[src/rtl/cvcs_pkg.sv]
// shared types, constants and codes for the chunked voxel cell store
package cvcs_pkg;

    // fixed field widths
    localparam int DATA_W     = 32;
    localparam int COORD_W    = 8;
    localparam int COUNT_W    = 3;
    localparam int CFG_ADDR_W = 4;
    localparam int CFG_DATA_W = 32;

    // parameter defaults
    localparam int CELLS_PER_CHUNK_EDGE_DEF = 8;
    localparam int MAX_CHUNKS_PER_AXIS_DEF  = 4;

    // reset value of each chunk count
    localparam logic [COUNT_W-1:0] CHUNKS_RESET = 3'd4;

    // register indexes on the configuration port
    localparam logic [1:0] REG_CHUNKS_X = 2'd0;
    localparam logic [1:0] REG_CHUNKS_Y = 2'd1;
    localparam logic [1:0] REG_CHUNKS_Z = 2'd2;

    // result status codes
    localparam logic STATUS_DONE  = 1'b0;
    localparam logic STATUS_RANGE = 1'b1;

    // request operations
    typedef enum logic [1:0] {
        OP_GET = 2'd0,
        OP_SET = 2'd1,
        OP_INC = 2'd2,
        OP_DEC = 2'd3
    } op_t;

    // controller states
    typedef enum logic [2:0] {
        ST_CLEAR,
        ST_IDLE,
        ST_CALC,
        ST_READ,
        ST_EXEC
    } state_t;

    // chunk counts from the register file
    typedef struct packed {
        logic [COUNT_W-1:0] chunks_x;
        logic [COUNT_W-1:0] chunks_y;
        logic [COUNT_W-1:0] chunks_z;
    } cfg_t;

    // controller to datapath
    typedef struct packed {
        logic clear_en;
        logic ready;
        logic calc_en;
        logic read_en;
        logic exec_en;
    } cmd_t;

    // datapath to controller
    typedef struct packed {
        logic req_valid;
        logic clear_last;
        logic out_free;
    } stat_t;

endpackage

[src/rtl/cvcs_ctrl.sv]
// sequencing state machine: clearing pass, then calc, read and execute per word
module cvcs_ctrl (
    input  logic            clk,
    input  logic            rst_n,
    input  cvcs_pkg::stat_t stat,
    output cvcs_pkg::cmd_t  cmd
);

    cvcs_pkg::state_t state_reg, state_next;

    // next state
    always_comb
    begin
        state_next = state_reg;
        case (state_reg)
            cvcs_pkg::ST_CLEAR: if (stat.clear_last) state_next = cvcs_pkg::ST_IDLE;
            cvcs_pkg::ST_IDLE:  if (stat.req_valid)  state_next = cvcs_pkg::ST_CALC;
            cvcs_pkg::ST_CALC:  state_next = cvcs_pkg::ST_READ;
            cvcs_pkg::ST_READ:  state_next = cvcs_pkg::ST_EXEC;
            cvcs_pkg::ST_EXEC:  if (stat.out_free)   state_next = cvcs_pkg::ST_IDLE;
            default:            state_next = cvcs_pkg::ST_CLEAR;
        endcase
    end

    always_ff @(posedge clk or negedge rst_n)
    begin
        if (!rst_n)
        begin
            state_reg <= cvcs_pkg::ST_CLEAR;
        end
        else
        begin
            state_reg <= state_next;
        end
    end

    // commands
    always_comb
    begin
        cmd = '0;
        case (state_reg)
            cvcs_pkg::ST_CLEAR: cmd.clear_en = 1'b1;
            cvcs_pkg::ST_IDLE:  cmd.ready    = 1'b1;
            cvcs_pkg::ST_CALC:  cmd.calc_en  = 1'b1;
            cvcs_pkg::ST_READ:  cmd.read_en  = 1'b1;
            cvcs_pkg::ST_EXEC:  cmd.exec_en  = stat.out_free;
            default:            cmd = '0;
        endcase
    end

endmodule

[config.mk]
export PLATFORM = sky130hd
export DESIGN_NAME = cvcs_ctrl
export DESIGN_NICKNAME = d
export VERILOG_FILES = /design/src/rtl/cvcs_pkg.sv /design/src/rtl/cvcs_ctrl.sv
export SDC_FILE = /design/constraint.sdc
export NUM_CORES = 1
export LEC_CHECK = 0
export CORE_AREA = 5 5 42 44
export CTS_CLUSTER_DIAMETER = 30
export CTS_CLUSTER_SIZE = 16
export DETAILED_ROUTE_END_ITERATION = 8
export DIE_AREA = 0 0 47 49
export DONT_BUFFER_PORTS = 1
export GPL_TIMING_DRIVEN = 1
export PLACE_DENSITY_LB_ADDON = 0.08
export SLEW_MARGIN = 20
export SYNTH_ARGS = -nofsm -noshare
export SYNTH_HDL_FRONTEND = slang
export SYNTH_SLANG_ARGS = --single-unit
[constraint.sdc]
create_clock -name clk -period 1.7 [get_ports clk]
set_input_delay 0.34 -clock clk [delete_from_list [all_inputs] [get_ports clk]]
set_output_delay 0.34 -clock clk [all_outputs]
set_load 0.01 [all_outputs]
# [Word level (Yosys, flattened, before mapping)]
# Cells that the tools add are included.
# Widths: inputs -> output; s select.
[word_totals] memories=0 in_bits=5 mem_bits_rw=0 latchBits=0 out_inout_bits=5 register_bits=3 word_cells=19 rom_bits=0
[classes] eq_ne=7 addsub=0 n_reduce_logical=2 n_div=0 n_mux=9 n_bitwise=0 shift=0 multipliers=0 n_lt_le_gt_ge=0
[ops] cell="$pmux 3 s5" n=1
[ops] cell="$mux 3" n=3
[ops] cell="$eq 3x2->1 const B" n=2
[ops] cell="$ne 2x2->1 const B" n=3
[ops] cell="$mux 1" n=5
[ops] cell="$eq 3x1->1 const B" n=1
[ops] cell="$eq 3x3->1 const B" n=1
[ops] cell="$logic_not 3->1" n=1
[ops] cell="$reduce_and 3->1" n=1

# [Depth between registers and ports, before layout]
# Gate-level depths: netlist of run 1.
[depth] ltp_word=3 depth_mapped=4 ltp_nobuf=3

# [Worst setup path before layout of run 1]
# No wires, ideal clock.
[synth_timing] path_kind="flip-flop to output port" startpoint="register state_reg[0]" endpoint="output port cmd[2] (netlist bit)" path_buffers=1 required_ps=1360 arrival_time_ps=807 path_slack_ps=553 stages_incl_launch_ff=3 path_cell_list="dfrtp_1 -> buf_6 -> nor3b_1"
[synth_lines] item="start, declared" line_no="cvcs_ctrl.sv:9" text="cvcs_pkg::state_t state_reg, state_next;"
[synth_lines] item="start signal, assigned" line_no="cvcs_ctrl.sv:29" text="state_reg <= cvcs_pkg::ST_CLEAR;"
[synth_lines] item="start signal, assigned" line_no="cvcs_ctrl.sv:33" text="state_reg <= state_next;"
[synth_lines] item="end, declared" line_no="cvcs_ctrl.sv:6" text="output cvcs_pkg::cmd_t cmd"

==> results of run 1 <==
[cell usage in the layout, fill, tap and decap left out]
cell           netlist  routed
clkbuf_4             0       3
dfrtp_1              3       3
nor3b_1              2       2
nor3_1               2       2
and3b_2              1       1
nor2_2               1       1
and3_4               1       1
nor2_1               1       1
nor4b_1              1       1
or3_1                1       1
nand2_1              1       1
o21bai_1             1       1
nand3b_1             1       1
or2b_1               1       1
a21oi_1              1       1
clkbuf_1             0       1
dlygate4sd3_1        0       1
[area by class of cell]
class / instances / area, sq um
fill: 166 / 1170
multi-input combinational: 15 / 103
sequential: 3 / 75.1
tap: 16 / 20.0
timing repair buffer: 1 / 10.0
clock buffer: 4 / 26.3
[kinds of logic (layout without fill, tap and decap cells)]
family,count (synthesis),after routing
AO/OA/AOI/OAI,2,2
flip-flops,3,3
buffers and inverters,3,5
AND/OR/NAND/NOR,13,13
[worst max-delay path by stage]
stage | startpoint | end | slack (ns) | cells after the start
2_1_floorplan | state_reg[0]$_DFFE_PN0P_ | cmd[2] | 0.55 | 2
3_3_place_gp | state_reg[1]$_DFFE_PN0P_ | state_reg[0]$_DFFE_PN0P_ | 0.44 | 3
3_5_place_dp | state_reg[1]$_DFFE_PN0P_ | state_reg[0]$_DFFE_PN0P_ | 0.45 | 3
4_1_cts | state_reg[0]$_DFFE_PN0P_ | cmd[3] | 0.24 | 1
5_1_grt | state_reg[1]$_DFFE_PN0P_ | cmd[2] | 0.16 | 1
6_report | state_reg[0]$_DFFE_PN0P_ | cmd[3] | 0.25 | 1
[cell usage after synthesis]
cell      instances  share of area, %
nor3_1            2               4.9
nor2_1            1               1.8
and3_4            1               5.5
and3b_2           1               4.9
or2b_1            1               3.7
nor2_2            1               3.1
nor4b_1           1               4.3
o21bai_1          1               3.7
or3_1             1               3.1
nor3b_1           2               7.3
nand2_1           1               1.8
buf_2             1               2.4
buf_6             2                11
nand3b_1          1               3.7
dfrtp_1           3                37
a21oi_1           1               2.4
[per-layer routing]
| metal | global-route usage, % | vias to the layer above |
|---|---|---|
| met5 | 0 | - |
| met4 | 6.91 | 0 |
| li1 | - | 78 |
| met2 | 5.88 | 8 |
| met3 | 4.06 | 0 |
| met1 | 5.51 | 68 |
[what timing repair did]
item / in CTS / in global routing
setup buffers: 0 / 0
hold buffers: 1 / 0
endpoints found under the hold margin: 3 / 0
[per-stage QoR]
| stage | cells | setup slack [ns] |
|---|---|---|
| finish | 39 | 0.247 |
| global route | 39 | 0.163 |
| CTS | 39 | 0.237 |
| detailed placement | 34 | 0.447 |
| global placement | 34 | 0.440 |
| floorplan | 21 | 0.553 |
[power by group]
| part | total, mW | switching, mW | leakage [nW] | internal (mW) |
|---|---|---|---|---|
| clock | 0.129 | 0.0406 | 0.0150 | 0.0882 |
| sequential | 0.176 | 0.0729 | 0.0384 | 0.103 |
| combinational | 0.148 | 0.0731 | 0.0385 | 0.0751 |
| total | 0.453 | 0.187 | 0.0919 | 0.266 |
==> results.cfg, run 1 <==
[timing]
rsz0062_at_grt = no
tns_ns = 0
slew_viol_final = 0
fin_crit_sh_pct = 85.5
setup_violations = 0
finalCriticalPeriod_ns = 1.45
finalClockSkew_ns = 0.00337
tightest_slew_ns = 0.377
fmax_mhz = 688
maxSlewHeadroom_pct = 74.8
hold_slack_ns = 0.198
hold_viol = 0

[setup_path]
crit_type = flop to output pin
crit_arrival_ns = 1.11
worst-path-buf-inv = 0
slowest_stage = dfrtp_1
slowest_delay_ns = 0.49
worstPathCellList = nor3b_1
critPathLaunchType = flop
reg2reg_to = state_reg[0]$_DFFE_PN0P_
regToRegSetupSlack_ns = 0.45
crit_path_end_kind = output pin
cp_max_fo = 9
r2r_cells = 3
required_ns = 1.36
reg2reg_from = state_reg[1]$_DFFE_PN0P_
critPathTopFamily = flip-flops

[floorplanning]
io_pins = 10
dieArea_sq_mm = 0.00230
die_w_um = 47
initial_core_util_pct = 14.6
die_y_um = 49
fp-row-count = 14
core-area_sq_mm = 0.00140

[global_route]
grt_antenna_before_repair = 0
track_usage_pct = 5.43
grt_pass1_wl_um = 765
grt_pass1_vias = 166
grt_overflow_total = 0
grt_max_degree = 10

[power]
pwr_density_cell_mw_per_mm2 = 1940
finalPower_mw = 0.453
p_leak_nw = 0.0919
irDropWorstVdd_uv = 595

[detailed_routing]
wirelength_um = 450
vias = 154
drtAntennaViolNets = 0
drtIter0Drc = 5
wl_met1_um = 197
via_per_inst = 3.95
drt_pre_antenna_iters = 3
topRoutingLayerUsed = met3
avgRoutedWirePerCell_um = 11.5
wl_met2_um = 208
met3_length_um = 43
route.detailed.drc = 0

[placement]
io_buffers = 0
placed_cell_area_sq_um = 198
gp_congestion = 0.568

[synthesis]
synth_top_family_by_area = simple AND/OR/NAND/NOR gates
synth_area_per_cell_sq_um = 9.77
synth_nets = 26
yosysSeqAreaShare_pct = 36.6
synth_compound_area_share_pct = 6.10
netlist_instances = 21
synth-simple-area-share_pct = 43.9
synthAdderAreaFrac_pct = 0
synth_xor_area_share_pct = 0
ys_warn_count = 0
syn_area_sq_um = 205
synth.area.mux_share_pct = 0
synth-seq-cells = 3
ys_types = 16

[min_path]
hold_path.class = input port to flop
hold_end = state_reg[2]$_DFFE_PN0P_
hp-start = stat[0]
hold_depth = 1

[clock_tree]
cts_buffers = 3
worst_skew_pair.late_latency_ns = 0.24
clk_pin_slew_worst_paths_ns = 0.04
clockBufferDepth = 2
htreeDepth = 1
cts_tree = yes
ctsResizeCount = 0
cts_sinks = 3
root_buffer = clkbuf_4

[cells_and_area]
diodes = 0
nNetsFinal = 29
fin_util_pct = 16.7
area_growth_pct = 14.0
fin_area_sq_um = 234
drive_gt1_share_pct = 26.1
largest_reg_flops = 3

[run_status]
status = completed

[job]
max_cap_viol_count = 0
Note: power is estimated with default switching activity, not from simulation.
==> inputs of run 2 (changes only) <==
--- a/config.mk
+++ b/config.mk
@@ -13,6 +13,7 @@
 export DONT_BUFFER_PORTS = 1
 export GPL_TIMING_DRIVEN = 1
 export PLACE_DENSITY_LB_ADDON = 0.08
+export SETUP_SLACK_MARGIN = 0.3
 export SLEW_MARGIN = 20
 export SYNTH_ARGS = -nofsm -noshare
 export SYNTH_HDL_FRONTEND = slang
==> run 2 against run 1 <==
  * Sequential share of layout area decreased by 1.8 points
  * Total power increased by 8.7%
  * Wire length decreased by 0.44%
  * Clock-buffer cell count unchanged
  * Register-to-register slack improved by 0.05 ns
  * Sequential power decreased by 5%
  * Design area increased by 9.6%
  * Critical endpoint is now cmd[2]
  * Largest power group is now combinational logic
==> results.cfg, run 2 (synthesis gave the netlist of run 1 again) <==
[timing]
tns_ns = 0
maxSlewHeadroom_pct = 74.8
hold_viol = 0
setup_violations = 0
slew_viol_final = 0
tightest_slew_ns = 0.377
finalClockSkew_ns = 0.00332
fin_crit_sh_pct = 83.5
finalCriticalPeriod_ns = 1.42
fmax_mhz = 705
rsz0062_at_grt = yes

[clock_tree]
root_buffer = clkbuf_4
clockBufferDepth = 2
cts_tree = yes
worst_skew_pair.late_latency_ns = 0.24
htreeDepth = 1
clk_pin_slew_worst_paths_ns = 0.04
cts_sinks = 3
cts_buffers = 3

[cells_and_area]
nNetsFinal = 31
mostFrequentLayoutCells = clkbuf_4, nor3_1, buf_4, dfrtp_2
diodes = 0
fin_util_pct = 18.3
area_growth_pct = 25.0
fin_cells = 41
layout_commonest_cell = clkbuf_4
largest_reg_flops = 3
drive_gt1_share_pct = 44.0

[floorplanning]
io_pins = 10
dieArea_sq_mm = 0.00230
die_y_um = 49
fp-row-count = 14
die_w_um = 47
initial_core_util_pct = 14.6
core-area_sq_mm = 0.00140

[setup_path]
reg2reg_to = state_reg[0]$_DFFE_PN0P_
crit_arrival_ns = 1.08
critPathLaunchType = flop
crit_type = flop to output pin
slowest_delay_ns = 0.46
slowest_stage = dfrtp_1
r2r_cells = 4
regToRegSetupSlack_ns = 0.50
critPathTopFamily = flip-flops
cp_max_fo = 9
worst-path-buf-inv = 0
required_ns = 1.36
worstPathCellList = nor3b_1
crit_path_end_kind = output pin
reg2reg_from = state_reg[1]$_DFFE_PN0P_

[detailed_routing]
avgRoutedWirePerCell_um = 10.9
via_per_inst = 3.83
drtAntennaViolNets = 0
drtIter0Drc = 4
wirelength_um = 448
route.detailed.drc = 0
drt_pre_antenna_iters = 5
vias = 157

[global_route]
grt_antenna_before_repair = 0
grt_pass1_vias = 166
grt_pass1_wl_um = 765
grt_max_degree = 10
grt_overflow_total = 0
track_usage_pct = 5.43

[power]
pwr_density_cell_mw_per_mm2 = 1920
irDropWorstVdd_uv = 587
p_leak_nw = 0.102

[run_status]
status = completed

[placement]
io_buffers = 0
gp_congestion = 0.568
dp.cells = 34

[min_path]
hold_depth = 1
hold_path.class = input port to flop
hold_end = state_reg[2]$_DFFE_PN0P_
hp-start = stat[0]

[job]
max_cap_viol_count = 0
run 2: changes by cell type in the layout (fill, tap and decap cells not counted):
cell | before | now
nor3b_2 | 0 | 1
dfrtp_1 | 3 | 1
buf_4 | 0 | 2
nor3b_1 | 2 | 1
dfrtp_2 | 0 | 2
run 2: per-stage QoR:
stage	worst slack [ns]	power [mW]	area [sq um]	hold slack, ns
floorplan	0.553	0.344	205	0.0444
global placement	0.440	0.328	198	0.0445
detailed placement	0.447	0.325	198	0.0445
CTS	0.237	0.462	235	0.196
global route	0.188	0.539	256	0.194
finish	0.281	0.492	256	0.198
run 2: worst max-delay path by stage:
stage	from	end	slack, ns	depth (start not counted)
5_1_grt	state_reg[2]$_DFFE_PN0P_	cmd[2]	0.19	1
2_1_floorplan	state_reg[0]$_DFFE_PN0P_	cmd[2]	0.55	2
6_report	state_reg[2]$_DFFE_PN0P_	cmd[2]	0.28	1
3_5_place_dp	state_reg[1]$_DFFE_PN0P_	state_reg[0]$_DFFE_PN0P_	0.45	3
4_1_cts	state_reg[0]$_DFFE_PN0P_	cmd[3]	0.24	1
3_3_place_gp	state_reg[1]$_DFFE_PN0P_	state_reg[0]$_DFFE_PN0P_	0.44	3
run 2: layout make-up:
| cell class | instances | area (sq um) |
|---|---|---|
| clock buffer | 4 | 26.3 |
| fill | 168 | 1140 |
| multi-input combinational | 15 | 108 |
| sequential | 3 | 77.6 |
| tap | 16 | 20.0 |
| timing repair buffer | 3 | 25.0 |
run 2: power by group:
part | internal (mW) | leakage (nW) | switching (mW) | total [mW]
Sequential | 0.108 | 0.0360 | 0.0595 | 0.167
Combinational | 0.106 | 0.0511 | 0.0902 | 0.196
Clock | 0.0882 | 0.0150 | 0.0407 | 0.129
run 2: repair_timing:
action | CTS | global route
setup buffers | 0 | 2
gates resized for setup | 1 | 2
hold buffers | 1 | 0
hold endpoints to repair | 3 | 0
pin swaps | 0 | 1
endpoints found under the setup margin | 4 | 4
run 2: worst reg2reg max path, delay by kind of cell (launching register included):
kind | cells | cell delay, ns
simple gates | 3 | 0.48
flops | 1 | 0.43
buf+inv | 1 | 0.15
run 2: metal layers:
metal | global-route usage [%] | share of wire [%] | vias to the layer above
li1 | - | - | 80
met1 | 5.51 | 42 | 69
met2 | 5.88 | 48 | 8
met3 | 4.06 | 9.2 | 0
met4 | 6.91 | 0 | 0
met5 | 0 | 0 | -
==> inputs of run 3 (changes only) <==
==> constraint.sdc (replaced) <==
create_clock -name clk -period 1.3 [get_ports clk]
set_input_delay 0.26 -clock clk [delete_from_list [all_inputs] [get_ports clk]]
set_output_delay 0.26 -clock clk [all_outputs]
set_load 0.01 [all_outputs]
==> run 3 against run 2 <==
  * Register-to-register slack worse by 0.42 ns
  * Core utilization increased by 3.3 points
  * Non-clock buffer count grew 5
  * Wire length increased by 27%
  * Final cell count up 12%
  * Combinational power rose by 97%
  * Clock skew decreased by 0.00083 ns
  * Critical path type unchanged
==> results.cfg, run 3 (synthesis gave the netlist of run 1 again) <==
[setup_path]
crit_type = flop to output pin
regToRegSetupSlack_ns = 0.08
required_ns = 1.04
cp_max_fo = 6
crit_arrival_ns = 1.03
critPathLaunchType = flop
crit_path_end_kind = output pin

[timing]
hold_viol = 0
setup_violations = 0
tightest_slew_ns = 0.236
finalCriticalPeriod_ns = 1.29
finalClockSkew_ns = 0.00248
maxSlewHeadroom_pct = 84.2
fmax_mhz = 776
rsz0062_at_grt = yes
tns_ns = 0
fin_crit_sh_pct = 99.1
slew_viol_final = 0

[clock_tree]
worst_skew_pair.late_latency_ns = 0.23
clk_pin_slew_worst_paths_ns = 0.04
clockBufferDepth = 2
cts_tree = yes
cts_sinks = 3
htreeDepth = 1
root_buffer = clkbuf_4
cts_buffers = 3

[floorplanning]
io_pins = 10
dieArea_sq_mm = 0.00230
die_y_um = 49
fp-row-count = 14
core-area_sq_mm = 0.00140
die_w_um = 47
initial_core_util_pct = 14.6

[cells_and_area]
mostFrequentLayoutCells = buf_4, clkbuf_4, dfrtp_2
drive_gt1_share_pct = 63.3
fin_area_sq_um = 303
area_growth_pct = 47.6
layout_commonest_cell = buf_4
largest_reg_flops = 3
fin_cells = 46
diodes = 0
nNetsFinal = 36

[placement]
gp_congestion = 0.582
dp.cells = 35
placed_cell_area_sq_um = 210
io_buffers = 0

[detailed_routing]
wirelength_um = 568
avgRoutedWirePerCell_um = 12.3
vias = 189
route.detailed.drc = 0
via_per_inst = 4.11
drt_pre_antenna_iters = 2
drtIter0Drc = 5
drtAntennaViolNets = 0

[global_route]
grt_antenna_before_repair = 0
grt_pass1_wl_um = 924
track_usage_pct = 6.21
grt_overflow_total = 0
grt_pass1_vias = 200
grt_max_degree = 8

[power]
pwr_density_cell_mw_per_mm2 = 2590
p_leak_nw = 0.129
irDropWorstVdd_uv = 816
finalPower_mw = 0.785

[min_path]
hold_path.class = input port to flop

[run_status]
status = completed

[job]
max_cap_viol_count = 0
## run 3: final timing paths
| path | depth (start not counted) | to | start |
|---|---|---|---|
| max | 2 | cmd[0] | state_reg[1]$_DFFE_PN0P_ |
| min | 1 | state_reg[2]$_DFFE_PN0P_ | stat[0] |
| max reg2reg | 4 | state_reg[0]$_DFFE_PN0P_ | state_reg[1]$_DFFE_PN0P_ |
| min reg2reg | 2 | state_reg[2]$_DFFE_PN0P_ | state_reg[2]$_DFFE_PN0P_ |
| max in group asynchronous | 1 | state_reg[1]$_DFFE_PN0P_ | rst_n |
| min in group asynchronous | 1 | state_reg[2]$_DFFE_PN0P_ | rst_n |
## run 3: layout make-up
| type | count | area (sq um) |
|---|---|---|
| clock buffers | 4 | 26.3 |
| fillers | 175 | 1100 |
| multi-input cells | 15 | 118 |
| flip-flops and latches | 3 | 78.8 |
| well taps | 16 | 20.0 |
| repair buffers | 8 | 60.1 |
## run 3: repair_timing
action | 4_1_cts | 5_1_grt
endpoints found under the setup margin | 7 | 8
gates resized for setup | 6 | 0
cloned | 0 | 0
pin swaps | 1 | 2
hold buffers | 1 | 0
hold endpoints to repair | 3 | 0
setup buffers | 5 | 1
## run 3: metal layers
layer  global-route usage, %  vias up  wire length [um]
met5                       0        -                 0
met4                    4.15        0                 0
met3                    5.17        0                28
met2                    9.05        4               303
met1                    5.52       94               236
li1                        -       91                 -
## run 3: through the flow
| stage | hold WS [ns] | util, % | setup WS (ns) |
|---|---|---|---|
| after global routing | 0.118 | 21.6 | -0.0314 |
| after floorplan | -0.0356 | - | 0.207 |
| after detailed placement | -0.0355 | 15.0 | 0.0800 |
| after global placement | -0.0355 | 15.0 | 0.0952 |
| after CTS | 0.109 | 21.1 | 0.0136 |
| final | 0.121 | 21.6 | 0.0119 |
## run 3: critical path, stage by stage, from the launching register on
cell	delay, ns
dfrtp_2	0.44
nor2_2	0.14
and3_4	0.21
## run 3: where the power goes
part	switching [mW]	internal, mW
Clock	0.0502	0.115
Combinational	0.152	0.235
Sequential	0.0886	0.144
Total	0.291	0.494
