`src/rtl/cvcs_pkg.sv`:
```
// shared types, constants and codes for the chunked voxel cell store
package cvcs_pkg;

    // fixed field widths
    localparam int DATA_W     = 32;
    localparam int COORD_W    = 8;
    localparam int COUNT_W    = 3;
    localparam int CFG_ADDR_W = 4;
    localparam int CFG_DATA_W = 32;

    // parameter defaults
    localparam int CELLS_PER_CHUNK_EDGE_DEF = 8;
    localparam int MAX_CHUNKS_PER_AXIS_DEF  = 4;

    // reset value of each chunk count
    localparam logic [COUNT_W-1:0] CHUNKS_RESET = 3'd4;

    // register indexes on the configuration port
    localparam logic [1:0] REG_CHUNKS_X = 2'd0;
    localparam logic [1:0] REG_CHUNKS_Y = 2'd1;
    localparam logic [1:0] REG_CHUNKS_Z = 2'd2;

    // result status codes
    localparam logic STATUS_DONE  = 1'b0;
    localparam logic STATUS_RANGE = 1'b1;

    // request operations
    typedef enum logic [1:0] {
        OP_GET = 2'd0,
        OP_SET = 2'd1,
        OP_INC = 2'd2,
        OP_DEC = 2'd3
    } op_t;

    // controller states
    typedef enum logic [2:0] {
        ST_CLEAR,
        ST_IDLE,
        ST_CALC,
        ST_READ,
        ST_EXEC
    } state_t;

    // chunk counts from the register file
    typedef struct packed {
        logic [COUNT_W-1:0] chunks_x;
        logic [COUNT_W-1:0] chunks_y;
        logic [COUNT_W-1:0] chunks_z;
    } cfg_t;

    // controller to datapath
    typedef struct packed {
        logic clear_en;
        logic ready;
        logic calc_en;
        logic read_en;
        logic exec_en;
    } cmd_t;

    // datapath to controller
    typedef struct packed {
        logic req_valid;
        logic clear_last;
        logic out_free;
    } stat_t;

endpackage

```
`src/rtl/cvcs_cfg.sv`:
```
// chunk count registers behind the apb-style configuration port
module cvcs_cfg (
    input  logic                               clk,
    input  logic                               rst_n,
    input  logic                               psel,
    input  logic                               penable,
    input  logic                               pwrite,
    input  logic [cvcs_pkg::CFG_ADDR_W-1:0]    paddr,
    input  logic [cvcs_pkg::CFG_DATA_W-1:0]    pwdata,
    output logic [cvcs_pkg::CFG_DATA_W-1:0]    prdata,
    output logic                               pready,
    output cvcs_pkg::cfg_t                     cfg
);

    logic [cvcs_pkg::COUNT_W-1:0] chunks_x_reg, chunks_x_next;
    logic [cvcs_pkg::COUNT_W-1:0] chunks_y_reg, chunks_y_next;
    logic [cvcs_pkg::COUNT_W-1:0] chunks_z_reg, chunks_z_next;
    logic                         wr_en;
    logic [1:0]                   reg_idx;

    assign pready  = 1'b1;
    assign wr_en   = psel && penable && pwrite;
    assign reg_idx = paddr[3:2];

    // register write decode
    always_comb
    begin
        chunks_x_next = chunks_x_reg;
        chunks_y_next = chunks_y_reg;
        chunks_z_next = chunks_z_reg;
        if (wr_en)
        begin
            case (reg_idx)
                cvcs_pkg::REG_CHUNKS_X: chunks_x_next = pwdata[cvcs_pkg::COUNT_W-1:0];
                cvcs_pkg::REG_CHUNKS_Y: chunks_y_next = pwdata[cvcs_pkg::COUNT_W-1:0];
                cvcs_pkg::REG_CHUNKS_Z: chunks_z_next = pwdata[cvcs_pkg::COUNT_W-1:0];
                default: ;
            endcase
        end
    end

    always_ff @(posedge clk or negedge rst_n)
    begin
        if (!rst_n)
        begin
            chunks_x_reg <= cvcs_pkg::CHUNKS_RESET;
            chunks_y_reg <= cvcs_pkg::CHUNKS_RESET;
            chunks_z_reg <= cvcs_pkg::CHUNKS_RESET;
        end
        else
        begin
            chunks_x_reg <= chunks_x_next;
            chunks_y_reg <= chunks_y_next;
            chunks_z_reg <= chunks_z_next;
        end
    end

    // read mux
    always_comb
    begin
        case (reg_idx)
            cvcs_pkg::REG_CHUNKS_X: prdata = cvcs_pkg::CFG_DATA_W'(chunks_x_reg);
            cvcs_pkg::REG_CHUNKS_Y: prdata = cvcs_pkg::CFG_DATA_W'(chunks_y_reg);
            cvcs_pkg::REG_CHUNKS_Z: prdata = cvcs_pkg::CFG_DATA_W'(chunks_z_reg);
            default:                prdata = '0;
        endcase
    end

    assign cfg.chunks_x = chunks_x_reg;
    assign cfg.chunks_y = chunks_y_reg;
    assign cfg.chunks_z = chunks_z_reg;

endmodule

```
`config.mk`:
```
export PLATFORM = sky130hd
export DESIGN_NAME = cvcs_cfg
export DESIGN_NICKNAME = d
export VERILOG_FILES = /design/src/rtl/cvcs_pkg.sv /design/src/rtl/cvcs_cfg.sv
export SDC_FILE = /design/constraint.sdc
export NUM_CORES = 1
export LEC_CHECK = 0
export ABC_AREA = 1
export BUFFER_PORTS_ARGS = -buffer_cell sky130_fd_sc_hd__buf_2
export CORE_AREA = 2 2 53 55
export DETAILED_ROUTE_END_ITERATION = 16
export DIE_AREA = 0 0 55 57
export PLACE_DENSITY = 0.71
export SYNTH_ARGS = -nofsm -noshare
export SYNTH_HDL_FRONTEND = slang
export SYNTH_SLANG_ARGS = --single-unit
```
`constraint.sdc`:
```
create_clock -name clk -period 0.9 [get_ports clk]
set_input_delay 0.27 -clock clk [delete_from_list [all_inputs] [get_ports clk]]
set_output_delay 0.27 -clock clk [all_outputs]
set_load 0.02 [all_outputs]
```
Word level (Yosys, flattened, before mapping)
Index checks and enable logic that the tools add are counted.
{ "op_classes": {"eq_ne": 2, "muxes": 1, "reduce_logical": 6} }
{ "op_table": {"columns": ["op", "n"], "rows": [
  ["$pmux 3 s3", 1],
  ["$reduce_and 2->1", 3],
  ["$eq 2x1->1 const B", 1],
  ["$eq 2x2->1 const B", 1],
  ["$logic_and 1x1->1", 2],
  ["$logic_not 2->1", 1]
]} }
{ "word_totals": {"register_bits": 9, "in_bits": 41, "out_inout_bits": 42, "elab_cells": 12} }

Depth between registers and ports, before layout
Gate-level depths: netlist of run 1.
{ "logic_depth": {"word_depth": 3, "mapped_depth": 6, "mapped_depth_nobuf": 6} }

Least setup slack after synthesis of run 1
Ideal clock, no wire load.
{ "synth_path": {"path_type": "register to output", "start": "register chunks_y_reg[2] in the netlist's numbering", "end": "output prdata[2] in the netlist's numbering", "arrival_ns": 0.829, "required_ns": 0.630, "slack_ns": -0.199, "stages_incl_launch_ff": 3, "n_path_buf": 0, "path_cell_list": "dfstp_2 -> nand2_1 -> nand3_1"} }
{ "synth_via": {"elab_chain_len": 1} }
{ "synth_rtl": {"columns": ["element", "line", "text"], "rows": [
  ["start, declared", "cvcs_cfg.sv:16", "logic [cvcs_pkg::COUNT_W-1:0] chunks_y_reg, chunks_y_next;"],
  ["start signal, assigned", "cvcs_cfg.sv:47", "chunks_y_reg <= cvcs_pkg::CHUNKS_RESET;"],
  ["start signal, assigned", "cvcs_cfg.sv:53", "chunks_y_reg <= chunks_y_next;"],
  ["$pmux 3 s3", "cvcs_cfg.sv:61", "case (reg_idx)"],
  ["end, declared", "cvcs_cfg.sv:10", "output logic [cvcs_pkg::CFG_DATA_W-1:0] prdata,"]
]} }
No other way between the ends.

Worst setup path in the final report of run 1
{ "layout_path": {"start": "register chunks_z_reg[2] in the netlist's numbering", "end": "output prdata[2] in the netlist's numbering"} }
{ "layout_via": {"elab_chain_len": 1} }
{ "layout_rtl": {"columns": ["element", "line", "text"], "rows": [
  ["start, declared", "cvcs_cfg.sv:17", "logic [cvcs_pkg::COUNT_W-1:0] chunks_z_reg, chunks_z_next;"],
  ["start signal, assigned", "cvcs_cfg.sv:48", "chunks_z_reg <= cvcs_pkg::CHUNKS_RESET;"],
  ["start signal, assigned", "cvcs_cfg.sv:54", "chunks_z_reg <= chunks_z_next;"],
  ["$pmux 3 s3", "cvcs_cfg.sv:61", null]
]} }
No other way between the ends.

==> results of run 1 <==
[critical path, stage by stage (launching register included)]
cell and delay (ns):
dfstp_2 0.54, nand2_1 0.06, nand3_2 0.09, buf_6 0.12
[cell type report]
cell class                 count  area, µm²
timing repair buffer          30        263
multi-input combinational     82        333
clock buffer                   4       26.3
sequential                     9        236
tap                           31       38.8
fill                         291       1700
inverter                       5       18.8
[cell usage after synthesis]
master,number
nand2_1,43
buf_4,30
dfrtp_1,6
inv_1,5
nor2_1,5
nand3_1,4
dfstp_2,3
conb_1,2
[power groups by stage]
stage | Clock [µW] | Combinational, µW | Sequential [µW]
final | 316 | 814 | 581
after floorplan | 0 | 353 | 689
after CTS | 327 | 787 | 584
after global placement | 0 | 610 | 575
after detailed placement | 0 | 617 | 576
after global routing | 347 | 880 | 587
[worst min-delay path by stage]
stage	cells past startpoint	to	startpoint
finish	3	chunks_y_reg[2]	pwdata[2]
global route	3	chunks_y_reg[2]	pwdata[2]
CTS	3	chunks_y_reg[2]	pwdata[2]
detailed placement	1	chunks_z_reg[0]	rst_n
global placement	1	chunks_z_reg[0]	rst_n
floorplan	0	chunks_x_reg[0]	rst_n
[cells by family (layout without fill, tap and decap cells)]
logic type    Yosys count  count (layout)  synth area share, %
simple gates           52              52                 29.4
buf+inv                35              39                 35.8
flops                   9               9                 33.6
other cells             2              30                 1.10
[layout by cell type, fill, tap and decap left out]
cell type	instances
buf_2	10
nand2_1	42
nand3_1	1
buf_4	3
dlygate4sd3_1	1
inv_1	5
nand3_2	3
nand2_2	1
conb_1	30
clkbuf_4	3
buf_6	16
dfrtp_2	6
dfstp_2	3
nor2_2	1
clkbuf_1	1
nor2_1	4
[through the flow]
stage          cell area (µm²)  instances  hold slack, ns  utilization, %  TNS, ns
2_1_floorplan              808        126         -0.0256               -   -0.190
3_3_place_gp               772        154           0.132            29.5    -1.87
3_5_place_dp               772        154           0.136            29.5    -1.94
4_1_cts                    898        160           0.225            34.4    -3.74
5_1_grt                    916        161           0.243            35.0    -4.07
6_report                   916        161           0.232            35.0    -3.72
[routing by layer]
| layer | vias to the layer above | track usage (%) | routed length, µm |
|---|---|---|---|
| met5 | - | 0 | 0 |
| met4 | 0 | 7.32 | 44 |
| met3 | 4 | 2.36 | 83 |
| met2 | 27 | 16.3 | 796 |
| met1 | 267 | 10.9 | 577 |
| li1 | 294 | - | - |
[repair_timing]
action	in CTS	in global routing
hold endpoints to repair	6	0
hold buffers	1	0
gates resized for setup	26	3
endpoints found under the setup margin	12	12
buffers inserted	1	1
==> reports/summary.json, run 1 <==
{
  "finalMaxSlewViolations": {"value": 0},
  "finalWeightedCongestion": {"value": 0.756},
  "path_class": {"value": "reg2out"},
  "boundaryPins": {"value": 83},
  "cp_data_required_time": {"value": 0.63, "unit": "ns"},
  "finalHoldViolations": {"value": 0},
  "crit-reg2reg-launch": {"value": "chunks_x_reg[2]"},
  "combPwrFrac": {"value": 47.6, "unit": "%"},
  "number_of_global_route_vias_before_repair": {"value": 482},
  "endpoint_kind": {"value": "output port"},
  "row_count": {"value": 19},
  "failed_checks": {"value": "setup timing"},
  "clock_power_share": {"value": 18.5, "unit": "%"},
  "postSynthCellCount": {"value": 98},
  "timing.reg2reg.setup_slack": {"value": 0.09, "unit": "ns"},
  "postRouteWirelength": {"value": 1.50, "unit": "mm"},
  "route.detailed.drc": {"value": 0},
  "residual_overflow_from_global_routing": {"value": 0},
  "fmax": {"value": 742, "unit": "MHz"},
  "postSynthRegisterBits": {"value": 9},
  "ys_seq_area_share": {"value": 33.6, "unit": "%"},
  "arrival": {"value": 1.08, "unit": "ns"},
  "io_buffer_count": {"value": 21},
  "cap_violations": {"value": 0},
  "layout.nets": {"value": 172},
  "outcome": {"value": "complete, but fails checks"},
  "seq_power_share": {"value": 33.9, "unit": "%"},
  "ir_worst_vdd": {"value": 875, "unit": "µV"},
  "yosys.cell_types.count": {"value": 8},
  "cts_num_sinks": {"value": 9},
  "antennaDiodeCount": {"value": 0},
  "leakage": {"value": 0.000537, "unit": "µW"},
  "die_height": {"value": 57, "unit": "µm"},
  "post_synth_main_area_contributors": {"value": "buf_4 (33%), nand2_1 (24%), dfrtp_1 (22%), dfstp_2 (12%), nand3_1 (2.9%)"},
  "total_power": {"value": 1710, "unit": "µW"},
  "tritoncts": {"value": "done"},
  "core_area": {"value": 2620, "unit": "µm²"},
  "power-per-cell-area": {"value": 1870, "unit": "nW/µm²"},
  "initial_core_util": {"value": 26.0, "unit": "%"},
  "worstSetupEndpoint": {"value": "prdata[2]"},
  "fin_worst_skew": {"value": 0, "unit": "ns"},
  "first_pass_iters": {"value": 2},
  "critical_path.reg2reg.endpoint": {"value": "chunks_x_reg[2]"},
  "finalWorstPathRequiredPeriod": {"value": 1.35, "unit": "ns"},
  "postSynthAreaPerCell": {"value": 6.95, "unit": "µm²"},
  "clock_root_buffer": {"value": "clkbuf_4"},
  "path_max_fanout": {"value": 2},
  "flow.area_growth_from_synthesis": {"value": 34.6, "unit": "%"},
  "timing.reg2reg.worst_path_depth": {"value": 3},
  "die_width": {"value": 55, "unit": "µm"},
  "power_switching_share": {"value": 37.9, "unit": "%"},
  "global_route_wire_length_before_repair": {"value": 2.13, "unit": "mm"},
  "number_of_antenna_violations_at_the_first_check_in_global_routing": {"value": 0},
  "timing.hold.worst.class": {"value": "in2reg"},
  "synth_warnings": {"value": 0},
  "synth_top_cell_by_area": {"value": "buf_4"},
  "preCtsSetupSlack": {"value": -0.311, "unit": "ns"},
  "tritoncts.num_buffers": {"value": 3},
  "number_of_buffers_on_the_longest_clock_path": {"value": 2},
  "yosysTopAreaCellShare": {"value": 33.1, "unit": "%"},
  "number_of_vias_per_cell_after_detailed_routing": {"value": 3.68},
  "grt_max_degree": {"value": 10},
  "drt-initial-drc-count": {"value": 11},
  "cp-start-kind": {"value": "register"},
  "dr_total_vias": {"value": 592},
  "internal_dissipation": {"value": 1060, "unit": "µW"},
  "fin_ws": {"value": -0.448, "unit": "ns"},
  "postRouteAntennaNets": {"value": 0},
  "cell_area_after_synthesis": {"value": 681, "unit": "µm²"},
  "p_switching": {"value": 649, "unit": "µW"},
  "drive_gt1_share": {"value": 35.4, "unit": "%"},
  "floorplan.die_area": {"value": 3140, "unit": "µm²"},
  "share_of_the_clock_period_used_by_the_worst_path_after_layout": {"value": 150, "unit": "%"},
  "gr-usage-all-layers": {"value": 10.0, "unit": "%"},
  "clkTransAtPathRegs": {"value": 0.06, "unit": "ns"},
  "post-dp-hpwl": {"value": 1.16, "unit": "mm"},
  "setup_viol": {"value": 12},
  "worst_setup_path_startpoint": {"value": "chunks_z_reg[2]"},
  "routed_wire_length_per_instance": {"value": 9.32, "unit": "µm"},
  "clock_latency": {"value": 0.26, "unit": "ns"},
  "clock_tree.htree_level_count": {"value": 1},
  "rsz_0062_raised_after_global_routing": {"value": "true"}
}
(Power assumes the default switching activity.)
==> run 2, diff against run 1 <==
PLACE_DENSITY = 0.72   (was 0.71)
==> run 2 against run 1 <==
Against the previous run:
- cell count fell by 0.62%
- worst hold slack worse by 0.0013 ns
- die area unchanged
- register-to-register slack is essentially flat
- worst setup slack better by 0.021 ns
- largest power group unchanged
- sequential share of layout area rose by 0.47 points
- critical path type unchanged
- count of clock-buffer cells in the layout unchanged
- the flow still finishes with violations (setup timing)
==> reports/summary.json, run 2 (same netlist as run 1, synthesis figures left out) <==
{
  "outcome": {"value": "complete, but fails checks"},
  "failed_checks": {"value": "setup timing"},
  "grt_max_degree": {"value": 10, "change": "unchanged"},
  "critical_path.reg2reg.endpoint": {"value": "chunks_x_reg[2]"},
  "preCtsSetupSlack": {"value": -0.320, "unit": "ns", "change": "-0.00945 ns"},
  "fin_ws": {"value": -0.427, "unit": "ns", "change": "+0.0209 ns"},
  "drt-initial-drc-count": {"value": 12, "change": "+1"},
  "routed_wire_length_per_instance": {"value": 8.76, "unit": "µm", "change": "-6.0%"},
  "post_layout_nonfiller_instances": {"value": 160, "change": "-0.62%"},
  "setup_viol": {"value": 12, "change": "unchanged"},
  "slowest_delay": {"value": 0.54, "unit": "ns", "change": "about the same"},
  "core_area": {"value": 2620, "unit": "µm²", "change": "unchanged"},
  "leading_cell_type_in_the_layout_fill_and_taps_excluded": {"value": "nand2_1"},
  "number_of_global_route_vias_before_repair": {"value": 520, "change": "+7.9%"},
  "cts_num_sinks": {"value": 9, "change": "unchanged"},
  "cp_data_required_time": {"value": 0.63, "unit": "ns", "change": "about the same"},
  "grt_util_met2": {"value": 16.2, "unit": "%", "change": "-0.17 points"},
  "clkTransAtPathRegs": {"value": 0.07, "unit": "ns", "change": "about the same"},
  "leakage": {"value": 0.000531, "unit": "µW", "change": "-1.2%"},
  "first_pass_iters": {"value": 4, "change": "+2"},
  "endpoint_kind": {"value": "output port"},
  "hold-path-endpoint": {"value": "chunks_z_reg[2]"},
  "clock_tree.htree_level_count": {"value": 1, "change": "unchanged"},
  "global_route_wire_length_before_repair": {"value": 2.21, "unit": "mm", "change": "+3.9%"},
  "finalWeightedCongestion": {"value": 0.744, "change": "-1.5%"},
  "finalHoldViolations": {"value": 0, "change": "unchanged"},
  "floorplan.die_area": {"value": 3140, "unit": "µm²", "change": "unchanged"},
  "total_power": {"value": 1690, "unit": "µW", "change": "-1.5%"},
  "critPathBufInv": {"value": 1, "change": "unchanged"},
  "global_route.usage.met1": {"value": 12.4, "unit": "%", "change": "+1.5 points"},
  "number_of_vias_per_cell_after_detailed_routing": {"value": 3.59, "change": "-2.4%"},
  "route.detailed.drc": {"value": 0, "change": "unchanged"},
  "gr-usage-all-layers": {"value": 10.3, "unit": "%", "change": "+0.27 points"},
  "timing.reg2reg.setup_slack": {"value": 0.10, "unit": "ns", "change": "about the same"},
  "finalMaxSlewViolations": {"value": 0, "change": "unchanged"},
  "power-per-cell-area": {"value": 1870, "unit": "nW/µm²", "change": "+0.27%"},
  "cpMaxStageDelayCell": {"value": "dfstp_2"},
  "clock_latency": {"value": 0.26, "unit": "ns", "change": "about the same"},
  "number_of_buffers_on_the_longest_clock_path": {"value": 2, "change": "unchanged"},
  "boundaryPins": {"value": 83, "change": "unchanged"},
  "most_frequent_cells_in_the_layout": {"value": "nand2_1 (42), conb_1 (30), buf_6 (15)"},
  "crit_path_cell_trace": {"value": "nand2_1 > nand3_2 > buf_6"},
  "tritoncts.num_buffers": {"value": 3, "change": "unchanged"},
  "path_max_fanout": {"value": 2, "change": "unchanged"},
  "postRouteWirelength": {"value": 1.40, "unit": "mm", "change": "-6.6%"},
  "hold_path_startpoint": {"value": "pwdata[2]"},
  "arrival": {"value": 1.06, "unit": "ns", "change": "-0.02 ns"},
  "initial_core_util": {"value": 26.0, "unit": "%", "change": "unchanged"},
  "antennaDiodeCount": {"value": 0, "change": "unchanged"},
  "postRouteAntennaNets": {"value": 0, "change": "unchanged"},
  "cpLargestDelayFamily": {"value": "flip-flops"},
  "dpl.cell_count": {"value": 154, "change": "unchanged"},
  "layout.nets": {"value": 171, "change": "-0.58%"},
  "crit-reg2reg-launch": {"value": "chunks_x_reg[2]"},
  "clock_root_buffer": {"value": "clkbuf_4"},
  "busiest_layer_in_global_routing": {"value": "met2"},
  "path_class": {"value": "reg2out"},
  "fillCellCount": {"value": 296, "change": "+1.7%"},
  "cap_violations": {"value": 0, "change": "unchanged"},
  "post-dp-hpwl": {"value": 1.18, "unit": "mm", "change": "+1.6%"},
  "die_height": {"value": 57, "unit": "µm", "change": "unchanged"},
  "number_of_antenna_violations_at_the_first_check_in_global_routing": {"value": 0, "change": "unchanged"},
  "ir_worst_vdd": {"value": 766, "unit": "µV", "change": "-12%"},
  "io_buffer_count": {"value": 21, "change": "unchanged"},
  "global_route.usage.met3": {"value": 2.36, "unit": "%", "change": "unchanged"},
  "residual_overflow_from_global_routing": {"value": 0, "change": "unchanged"},
  "drive_gt1_share": {"value": 34.1, "unit": "%", "change": "-1.3 points"},
  "timing.reg2reg.worst_path_depth": {"value": 3, "change": "unchanged"},
  "fmax": {"value": 753, "unit": "MHz", "change": "+1.6%"},
  "flow.area_growth_from_synthesis": {"value": 32.2, "unit": "%"},
  "cp-start-kind": {"value": "register"},
  "rsz_0062_raised_after_global_routing": {"value": "true"},
  "tritoncts": {"value": "done"},
  "share_of_the_clock_period_used_by_the_worst_path_after_layout": {"value": 147, "unit": "%", "change": "-2.3 points"},
  "die_width": {"value": 55, "unit": "µm", "change": "unchanged"},
  "utilization": {"value": 34.4, "unit": "%", "change": "-0.62 points"},
  "row_count": {"value": 19, "change": "unchanged"},
  "dr_total_vias": {"value": 574, "change": "-3.0%"},
  "setup-tns-final": {"value": -3.64, "unit": "ns", "change": "+0.0797 ns"},
  "fin_worst_skew": {"value": 0, "unit": "ns", "change": "unchanged"},
  "timing.hold.worst.class": {"value": "in2reg"},
  "finalWorstPathRequiredPeriod": {"value": 1.33, "unit": "ns", "change": "-0.0209 ns"},
  "worstHoldPathCells": {"value": 3, "change": "unchanged"}
}
run 2: where the power goes:
part	internal (µW)	leakage, µW	switching (µW)
registers	518	0.0000999	65.3
clock network	171	0.0000150	148
logic	353	0.000416	430
run 2: how the worst max path moves through the flow:
stage	startpoint	end	slack [ns]	cells after the start
after floorplan	chunks_y_reg[2]	prdata[2]	-0.14	2
after global placement	paddr[2]	prdata[1]	-0.30	7
after detailed placement	paddr[2]	prdata[0]	-0.32	7
after CTS	chunks_y_reg[2]	prdata[2]	-0.43	3
after global routing	chunks_y_reg[2]	prdata[2]	-0.47	3
final	chunks_z_reg[2]	prdata[2]	-0.43	3
run 2: final cells by class:
type / count / area (µm²) / area share [%]
clock buffer: 4 / 26.3 / 2.92
multi-input combinational: 82 / 330 / 36.7
timing repair buffer: 29 / 249 / 27.7
inverter: 5 / 18.8 / 2.09
sequential: 9 / 236 / 26.3
tap: 31 / 38.8 / 4.31
run 2: per-layer routing:
layer  up-vias  routed length [µm]
met2        26                 687
met5         -                   0
met1       249                 611
met3         2                  84
li1        297                   -
met4         0                  19
run 2: worst min-delay path: stages:
cell     delay, ns
buf_2         0.12
nand2_1       0.06
nand2_1       0.04
run 2: per-stage QoR:
stage | hold slack, ns | cell area (µm²)
global placement | 0.131 | 772
detailed placement | 0.136 | 772
CTS | 0.225 | 878
finish | 0.230 | 900
floorplan | -0.0256 | 808
global route | 0.215 | 900
run 2: timing repair:
action,in CTS,in global routing
hold endpoints to repair,6,0
setup buffers,0,1
gates resized for setup,22,4
setup endpoints to repair,12,12
hold buffers,1,0
==> run 3, diff against run 2 <==
CORE_AREA = 2 2 52 54   (was 2 2 53 55)
DIE_AREA = 0 0 54 56   (was 0 0 55 57)
PLACE_DENSITY = 0.74   (was 0.72)
TNS_END_PERCENT = 20   (was default)
==> run 3 against run 2 <==
Against the previous run:
- the run still ends with setup timing left
- largest power group unchanged
- worst hold slack improved by 0.0079 ns
- combinational power rose by 6.9%
- flip-flop and latch count did not move
- fmax rose by 2.2%
- sequential share of layout area fell by 1.2 points
==> reports/summary.json, run 3 (same netlist as run 1, synthesis figures left out) <==
{
  "route.detailed.drc": {"value": 0, "change": "unchanged"},
  "core_area": {"value": 2430, "unit": "µm²", "change": "-7.0%"},
  "cap_violations": {"value": 0, "change": "unchanged"},
  "fin_worst_skew": {"value": 0, "unit": "ns", "change": "unchanged"},
  "cp-start-kind": {"value": "register"},
  "finalWeightedCongestion": {"value": 0.774, "change": "+3.9%"},
  "path_max_fanout": {"value": 2, "change": "unchanged"},
  "io_buffer_count": {"value": 21, "change": "unchanged"},
  "cts_num_sinks": {"value": 9, "change": "unchanged"},
  "gr-usage-all-layers": {"value": 9.48, "unit": "%", "change": "-0.79 points"},
  "clock_tree.htree_level_count": {"value": 1, "change": "unchanged"},
  "ir_worst_vdd": {"value": 872, "unit": "µV", "change": "+14%"},
  "total_power": {"value": 1700, "unit": "µW", "change": "+1.1%"},
  "arrival": {"value": 1.03, "unit": "ns", "change": "-0.03 ns"},
  "path_class": {"value": "reg2out"},
  "utilization": {"value": 37.6, "unit": "%", "change": "+3.1 points"},
  "fmax": {"value": 770, "unit": "MHz", "change": "+2.2%"},
  "finalWorstPathRequiredPeriod": {"value": 1.30, "unit": "ns", "change": "-0.0291 ns"},
  "global_route_wire_length_before_repair": {"value": 2.13, "unit": "mm", "change": "-3.4%"},
  "cpMaxStageDelayCell": {"value": "dfstp_2"},
  "cts_setup_buffers": {"value": 0, "change": "unchanged"},
  "number_of_buffers_on_the_longest_clock_path": {"value": 2, "change": "unchanged"},
  "endpoint_kind": {"value": "output port"},
  "number_of_global_route_vias_before_repair": {"value": 513, "change": "-1.3%"},
  "finalHoldViolations": {"value": 0, "change": "unchanged"},
  "flow.area_growth_from_synthesis": {"value": 34.2, "unit": "%"},
  "tritoncts.num_buffers": {"value": 3, "change": "unchanged"},
  "die_height": {"value": 56, "unit": "µm", "change": "-1.8%"},
  "first_pass_iters": {"value": 4, "change": "unchanged"},
  "drt-initial-drc-count": {"value": 11, "change": "-1"},
  "row_count": {"value": 18, "change": "-1"},
  "residual_overflow_from_global_routing": {"value": 0, "change": "unchanged"},
  "preCtsSetupSlack": {"value": -0.323, "unit": "ns", "change": "-0.00227 ns"},
  "most_frequent_cells_in_the_layout": {"value": "nand2_1 (42), conb_1 (30), buf_6 (17)"},
  "die_width": {"value": 54, "unit": "µm", "change": "-1.8%"},
  "postRouteWirelength": {"value": 1.40, "unit": "mm", "change": "unchanged"},
  "number_of_vias_per_cell_after_detailed_routing": {"value": 3.61, "change": "+0.76%"},
  "boundaryPins": {"value": 83, "change": "unchanged"},
  "leakage": {"value": 0.000541, "unit": "µW", "change": "+2.0%"},
  "post-dp-hpwl": {"value": 1.19, "unit": "mm", "change": "+0.84%"},
  "antennaDiodeCount": {"value": 0, "change": "unchanged"},
  "cp_data_required_time": {"value": 0.63, "unit": "ns", "change": "about the same"},
  "failed_checks": {"value": "setup timing"},
  "clkTransAtPathRegs": {"value": 0.06, "unit": "ns", "change": "about the same"},
  "fin_ws": {"value": -0.398, "unit": "ns", "change": "+0.0291 ns"},
  "timing.hold.worst.class": {"value": "in2reg"},
  "crit_path_cell_trace": {"value": "nand2_1 > nand3_2 > buf_6"},
  "power-per-cell-area": {"value": 1870, "unit": "nW/µm²", "change": "-0.42%"},
  "drive_gt1_share": {"value": 32.1, "unit": "%", "change": "-2.0 points"},
  "rsz_0062_raised_after_global_routing": {"value": "true"},
  "dr_total_vias": {"value": 582, "change": "+1.4%"},
  "setup-tns-final": {"value": -3.67, "unit": "ns", "change": "-0.0317 ns"},
  "initial_core_util": {"value": 28.0, "unit": "%", "change": "+2.0 points"},
  "share_of_the_clock_period_used_by_the_worst_path_after_layout": {"value": 144, "unit": "%", "change": "-3.2 points"},
  "clock_root_buffer": {"value": "clkbuf_4"},
  "floorplan.die_area": {"value": 3020, "unit": "µm²", "change": "-3.5%"},
  "finalMaxSlewViolations": {"value": 0, "change": "unchanged"},
  "routed_wire_length_per_instance": {"value": 8.71, "unit": "µm", "change": "-0.62%"},
  "layout.nets": {"value": 173, "change": "+1.2%"},
  "outcome": {"value": "complete, but fails checks"},
  "leading_cell_type_in_the_layout_fill_and_taps_excluded": {"value": "nand2_1"},
  "slowest_delay": {"value": 0.53, "unit": "ns", "change": "about the same"},
  "tritoncts": {"value": "done"},
  "grt_max_degree": {"value": 10, "change": "unchanged"},
  "whs": {"value": 0.238, "unit": "ns", "change": "+0.00791 ns"},
  "clock_latency": {"value": 0.25, "unit": "ns", "change": "about the same"},
  "number_of_antenna_violations_at_the_first_check_in_global_routing": {"value": 0, "change": "unchanged"},
  "postRouteAntennaNets": {"value": 0, "change": "unchanged"},
  "setup_viol": {"value": 12, "change": "unchanged"}
}
-- run 3: repair_timing --
item | 4_1_cts | 5_1_grt
pin swaps | 0 | 1
hold endpoints to repair | 6 | 0
endpoints found under the setup margin | 12 | 12
resized for setup | 23 | 10
hold buffers | 1 | 0
-- run 3: final timing paths --
path	from	to	slack, ns	cells after the start
min in group asynchronous	rst_n	chunks_x_reg[1]	0.39	2
min reg2reg	chunks_y_reg[1]	chunks_y_reg[1]	0.58	3
max reg2reg	chunks_y_reg[2]	chunks_y_reg[2]	0.09	3
max in group asynchronous	rst_n	chunks_z_reg[2]	0.26	2
max	chunks_z_reg[2]	prdata[2]	-0.40	3
min	pwdata[2]	chunks_x_reg[2]	0.24	3
-- run 3: power breakdown --
group / internal [µW] / total [µW] / leakage (µW) / switching (µW)
sequential: 508 / 562 / 0.000108 / 54.2
clock: 170 / 305 / 0.0000150 / 135
combinational: 389 / 837 / 0.000419 / 448
-- run 3: per-stage QoR --
stage	std cells	instance area, µm²
finish	161	913
global route	161	913
CTS	161	886
detailed placement	156	776
global placement	156	776
floorplan	126	791
-- run 3: cell type report --
type / count / area [µm²]
tap: 30 / 37.5
clock buffer: 4 / 26.3
fill: 265 / 1520
multi-input combinational: 82 / 328
sequential: 9 / 229
timing repair buffer: 31 / 274
inverter: 5 / 18.8
-- run 3: critical path: cells and delay by family (launching register included) --
family | cells | cell delay [ns]
DFF | 1 | 0.53
and+or+nand+nor | 2 | 0.13
buffers and inverters | 1 | 0.11
-- run 3: routing by layer --
metal  up-vias  GRT usage (%)  routed length [µm]
met5         -              0                   0
met4         0           3.21                   0
met3         0           2.15                 147
met2        32           15.0                 668
met1       252           12.4                 586
li1        298              -                   -
